===== src/sri_delay.sv =====
// Control delay line that keeps flags in step with the arithmetic pipes.
// No dependencies.
`default_nettype none
module sri_delay #(
  parameter int W     = 2,
  parameter int DEPTH = 4
) (
  input  wire logic         clk,
  input  wire logic         rst_n,
  input  wire logic [W-1:0] d,
  output logic      [W-1:0] q
);
  logic [W-1:0] tap_r [DEPTH];

  // Shift every cycle; clear on reset
  always_ff @(posedge clk) begin
    if (!rst_n) begin
      for (int i = 0; i < DEPTH; i++) tap_r[i] <= '0;
    end else begin
      tap_r[0] <= d;
      for (int i = 1; i < DEPTH; i++) tap_r[i] <= tap_r[i-1];
    end
  end

  assign q = tap_r[DEPTH-1];
endmodule
`default_nettype wire


===== config.mk =====
export PLATFORM = sky130hd
export DESIGN_NAME = sri_delay
export DESIGN_NICKNAME = d
export VERILOG_FILES = /design/src/sri_delay.sv
export SDC_FILE = /design/constraint.sdc
export NUM_CORES = 1
export LEC_CHECK = 0
export ABC_CLOCK_PERIOD_IN_PS = 800
export BUFFER_PORTS_ARGS = -buffer_cell sky130_fd_sc_hd__buf_2
export CAP_MARGIN = 25
export CORE_AREA = 2 2 39 41
export CTS_CLUSTER_DIAMETER = 50
export DETAILED_ROUTE_END_ITERATION = 16
export DIE_AREA = 0 0 41 43
export PLACE_DENSITY = 0.35
export SETUP_SLACK_MARGIN = 0.02
export SYNTH_ARGS = -nofsm -noshare
export SYNTH_HDL_FRONTEND = slang
export SYNTH_SLANG_ARGS = --single-unit

===== constraint.sdc =====
create_clock -name clk -period 0.8 [get_ports clk]
set_clock_uncertainty 0.05 [all_clocks]
set_input_delay 0.04 -clock clk [delete_from_list [all_inputs] [get_ports clk]]
set_output_delay 0.04 -clock clk [all_outputs]
set_load 0.005 [all_outputs]

==> results of run 1 <==
==> Yosys cell counts, drive strengths merged <==
library cell | n | share of area
dfxtp | 8 | 0.76
and2 | 8 | 0.24
==> kinds of logic after synthesis <==
logic type       Yosys count  synth area share
flip-flops                 8             0.762
AND/OR/NAND/NOR            8             0.238
==> final cells by class <==
class                   count  area share
multi-input cells           8       0.168
flip-flops and latches      8       0.538
well taps                  16      0.0672
clock buffers               3      0.0756
repair buffers              7       0.151
==> layout by cell type (no fill, tap or decap), drive strengths merged <==
master       count
and2             8
dlygate4sd3      2
dfxtp            8
buf              5
clkbuf           3
==> how the worst max path moves through the flow <==
| stage | endpoint | from | cells after the start |
|---|---|---|---|
| 2_1_floorplan | tap_r[1][0] | tap_r[0][0] | 1 |
| 3_3_place_gp | tap_r[3][0] | tap_r[2][0] | 1 |
| 3_5_place_dp | tap_r[1][1] | tap_r[0][1] | 1 |
| 4_1_cts | q[1] | tap_r[3][1] | 1 |
| 5_1_grt | q[0] | tap_r[3][0] | 1 |
| 6_report | q[1] | tap_r[3][1] | 1 |
==> where the power goes <==
part	leakage (nW)	total [mW]	switching, mW	internal [mW]
registers	0.0656	0.415	0.00212	0.413
logic	0.0539	0.0275	0.00844	0.0190
clock network	0.0138	0.299	0.128	0.171
total	0.133	0.741	0.139	0.603
==> per-layer routing <==
layer	wire length, um	global-route usage	vias to the layer above
met5	0	0	-
met4	0	0.0600	0
met3	57	0.0628	0
li1	-	-	68
met1	102	0.0261	55
met2	103	0.0406	9
==> repair_timing <==
action | 4_1_cts | 5_1_grt
gates resized for setup | 0 | 0
hold buffers | 2 | 0
hold endpoints to repair | 2 | 0
endpoints found under the setup margin | 0 | 0
==> metrics by stage <==
step | area, sq um | utilization | setup slack, ps | instances | total power, mW
after floorplan | 210 | - | 234 | 16 | 0.431
after global placement | 255 | 0.184 | 230 | 37 | 0.443
after detailed placement | 255 | 0.184 | 221 | 37 | 0.444
after CTS | 298 | 0.215 | 44.1 | 42 | 0.758
after global routing | 298 | 0.215 | 29.1 | 42 | 0.787
final | 298 | 0.215 | 57.2 | 42 | 0.741
==> metrics, run 1 <==
Hold Fails Final Rpt=0; total track usage=0.0423; Hold Path End=tap_r[3][0]; worst-path cell chain=buf_2; synthesis warning total=0; total die area=approximately 1800 sq um; Layout area overhead=41.7%; routed wire length=roughly 260 um; RR Endpoint=tap_r[1][1]; Largest Register=tap_r; FF/Latch Area=160 sq um; syn_nets=20; share of cells above drive strength 1=0.308; synthesized area=210 sq um; Slew Limit Fails=0; critical path arrival=650 ps; Overflow after GRT=0; clk_lat worst skew=250 ps; Die Height=between 40 and 50 um; Worst path max stage delay=290 ps; worst slew pin tran=slightly above 90 ps; CTS Sinks=8; Worst Reg-to-Reg Cells=1; crit path buf inv count=1; PwrDens=between 2000 and 2500 nW/um^2; Synth Instances=16; period utilization=0.929; post-synthesis sequential area ratio=0.762; DR vias=132; r2r setup slk=220 ps; Crit. End Element=output pin; initial antenna violation count=0; setup TNS=0 ps; vias per std cell=~3.1; Largest regs=tap_r x8; fin crit period=~740 ps; Layout Nets=32; TritonCTS Buffers=3; Ant. Diodes=0; CTS Buffer Depth=2; first-pass GRT wire length=365 um; worst hold path startpoint=rst_n; vias in the first global route=100; final hold slack=14.1 ps; Largest register FFs=8; status=finished, final reports clean; Critical Path RT=710 ps; area of the multi-input gates=between 50 and 60 sq um; WHS Path Cells=2; DRC Markers=0; pin count of the biggest net entering global routing=9; worst vdd ir=0.996 mV; num ports=6; CP max-delay cell=dfxtp_1; unrepaired setup endpoints after global routing=no; # setup viols final=0; Setup CP Type=register to output pin; DR WL/cell=between 6 and 7 um; row count=14; Worst Hold Class=input pin to register; Starting Density=0.152; Setup crit start kind=register; Die Wd=around 41 um; slew margin rel.=0.939; H-tree depth=1; GPL Wtd Cong=0.577; fill count=between 100 and 150; drt pass-1 iters=1; Port Buf Inserts=5; Netlist cell types=2; CTS clk-pin slew, worst paths=50 ps; #FFs+latches synth=8; Leak Pwr=0.133 nW; drt first-iter violations=0; Achievable Freq=1350 MHz; Post-CTS Setup Bufs=0; antenna-violating nets left=0; core area=around 1400 sq um; CTS tree=yes; Synth Area per Inst=between 10 and 15 sq um; Top delay family on crit path=flip-flops; r2r startpoint=tap_r[0][1]; crit path max fanout=1; CTS root buf=clkbuf_4; max cap viols=0
Note: power is estimated with default switching activity, not from simulation.
==> run 2, diff against run 1 <==
CORE_AREA = 3 3 40 42   (was 2 2 39 41)
DIE_AREA = 0 0 43 45   (was 0 0 41 43)
==> metrics, run 2 (synthesis gave the netlist of run 1 again) <==
routed wire length=244 um (was 263 um); clk_lat worst skew=240 ps (was 250 ps); DR WL/cell=5.95 um (was 6.26 um); first-pass GRT wire length=379 um (was 365 um); total track usage=0.0343 (was 0.0423); clock power share=0.398 (was 0.403); Starting Density=0.164 (was 0.152); Layout Nets=32 (unchanged); core area=1280 sq um (was 1380 sq um); Critical Path RT=710 ps (about the same); CTS Sinks=8 (unchanged); most frequent cells in the layout=8 x and2_1, 8 x dfxtp_1, 5 x buf_2, 3 x clkbuf_4, 2 x dlygate4sd3_1 (unchanged); period utilization=0.919 (was 0.929); CTS clk-pin slew, worst paths=50 ps (about the same); slew margin rel.=0.940 (was 0.939); crit path buf inv count=1 (unchanged); worst vdd ir=1.01 mV (was 0.996 mV); Worst path max stage delay=290 ps (about the same); drt pass-1 iters=1 (unchanged); vias in the first global route=91 (was 100); Overflow after GRT=0 (unchanged); TritonCTS Buffers=3 (unchanged); Achievable Freq=1360 MHz (was 1350 MHz); CTS resizes=0 (unchanged); Sw Share=0.180 (was 0.187); worst-path cell chain=buf_2 (unchanged); # setup viols final=0 (unchanged); GPL Wtd Cong=0.612 (was 0.577); NetSw=0.132 mW (was 0.139 mW); H-tree depth=1 (unchanged); Port Buf Inserts=5 (unchanged); drt first-iter violations=0 (unchanged); unrepaired setup endpoints after global routing=no (unchanged); DR vias=127 (was 132); status=finished, final reports clean (unchanged); max cap viols=0 (unchanged); fin crit period=735 ps (was 743 ps); share of cells above drive strength 1=0.308 (unchanged); CTS root buf=clkbuf_4 (unchanged); PwrDens=2480 nW/um^2 (was 2490 nW/um^2); vias per std cell=3.10 (was 3.14); CTS tree=yes (unchanged); Largest Register=tap_r (unchanged); Layout area overhead=41.1% (was 41.7%); CP max-delay cell=dfxtp_1 (unchanged); Die Height=45 um (was 43 um); initial antenna violation count=0 (unchanged); crit path max fanout=1 (unchanged); logic gate share of total power=0.037 (about the same); antenna-violating nets left=0 (unchanged); Worst Hold Class=input pin to register (unchanged); placed inst area=254 sq um (was 255 sq um); Internal=0.602 mW (was 0.603 mW); CTS Buffer Depth=2 (unchanged); Top delay family on crit path=flip-flops (unchanged); Post-CTS Setup Bufs=0 (unchanged); row count=13 (was 14); Leak Pwr=0.133 nW (unchanged); Largest regs=tap_r x8 (unchanged); Crit. End Element=output pin (unchanged); num ports=6 (unchanged); Post-CTS Hold Buffers=2 (unchanged); sequential power share=0.565 (was 0.560); Hold Fails Final Rpt=0 (unchanged); setup TNS=0 ps (unchanged); Setup crit start kind=register (unchanged); critical path arrival=650 ps (about the same); fill count=141 (was 146); Setup CP Type=register to output pin (unchanged); total die area=1940 sq um (was 1760 sq um); Ant. Diodes=0 (unchanged); Final Cell Area=297 sq um (was 298 sq um); worst slew pin tran=89.6 ps (was 91.6 ps); Largest register FFs=8 (unchanged); pin count of the biggest net entering global routing=9 (unchanged); Die Wd=43 um (was 41 um); DRC Markers=0 (unchanged); Slew Limit Fails=0 (unchanged)
## run 2: cell counts in the layout (fill, tap and decap cells not counted)
Identical to the previous run, type by type.
## run 2: path summary, 6_finish.rpt
check / endpoint / startpoint / slack [ps] / depth (start not counted)
setup reg to reg: tap_r[2][1] / tap_r[1][1] / 220 / 1
hold / removal: tap_r[0][1] / rst_n / 20 / 2
hold reg to reg: tap_r[3][1] / tap_r[2][1] / 380 / 1
setup / recovery: q[0] / tap_r[3][0] / 60 / 1
## run 2: routing by layer
layer  part of all wire  vias to the layer above  global-route usage
met5                  0                        -                   0
met4                  0                        0              0.0181
met3               0.19                        0              0.0598
met2               0.35                        8              0.0299
met1               0.45                       50              0.0318
li1                   -                       69                   -
## run 2: metrics by stage
stage               setup slack (ps)  cells  power (mW)  hold WS [ps]   util
floorplan                        234     16       0.431           112      -
global placement                 231     36       0.443           192  0.198
detailed placement               225     36       0.444           198  0.198
CTS                             46.3     41       0.759          15.8  0.231
global route                    24.8     41       0.779          43.0  0.231
finish                          64.5     41       0.734          18.0  0.231
## run 2: area by class of cell
type	count	area, sq um	share of cell area
sequential	8	160	0.540
multi-input combinational	8	50.0	0.169
timing repair buffer	7	45.0	0.152
clock buffer	3	22.5	0.0759
tap	15	18.8	0.0633
## run 2: power groups by stage
| stage | clock network (mW) | logic, mW | registers [mW] |
|---|---|---|---|
| floorplan | 0 | 0.00837 | 0.423 |
| global placement | 0 | 0.0200 | 0.423 |
| detailed placement | 0 | 0.0205 | 0.423 |
| CTS | 0.317 | 0.0277 | 0.415 |
| global route | 0.332 | 0.0319 | 0.415 |
| finish | 0.292 | 0.0271 | 0.415 |
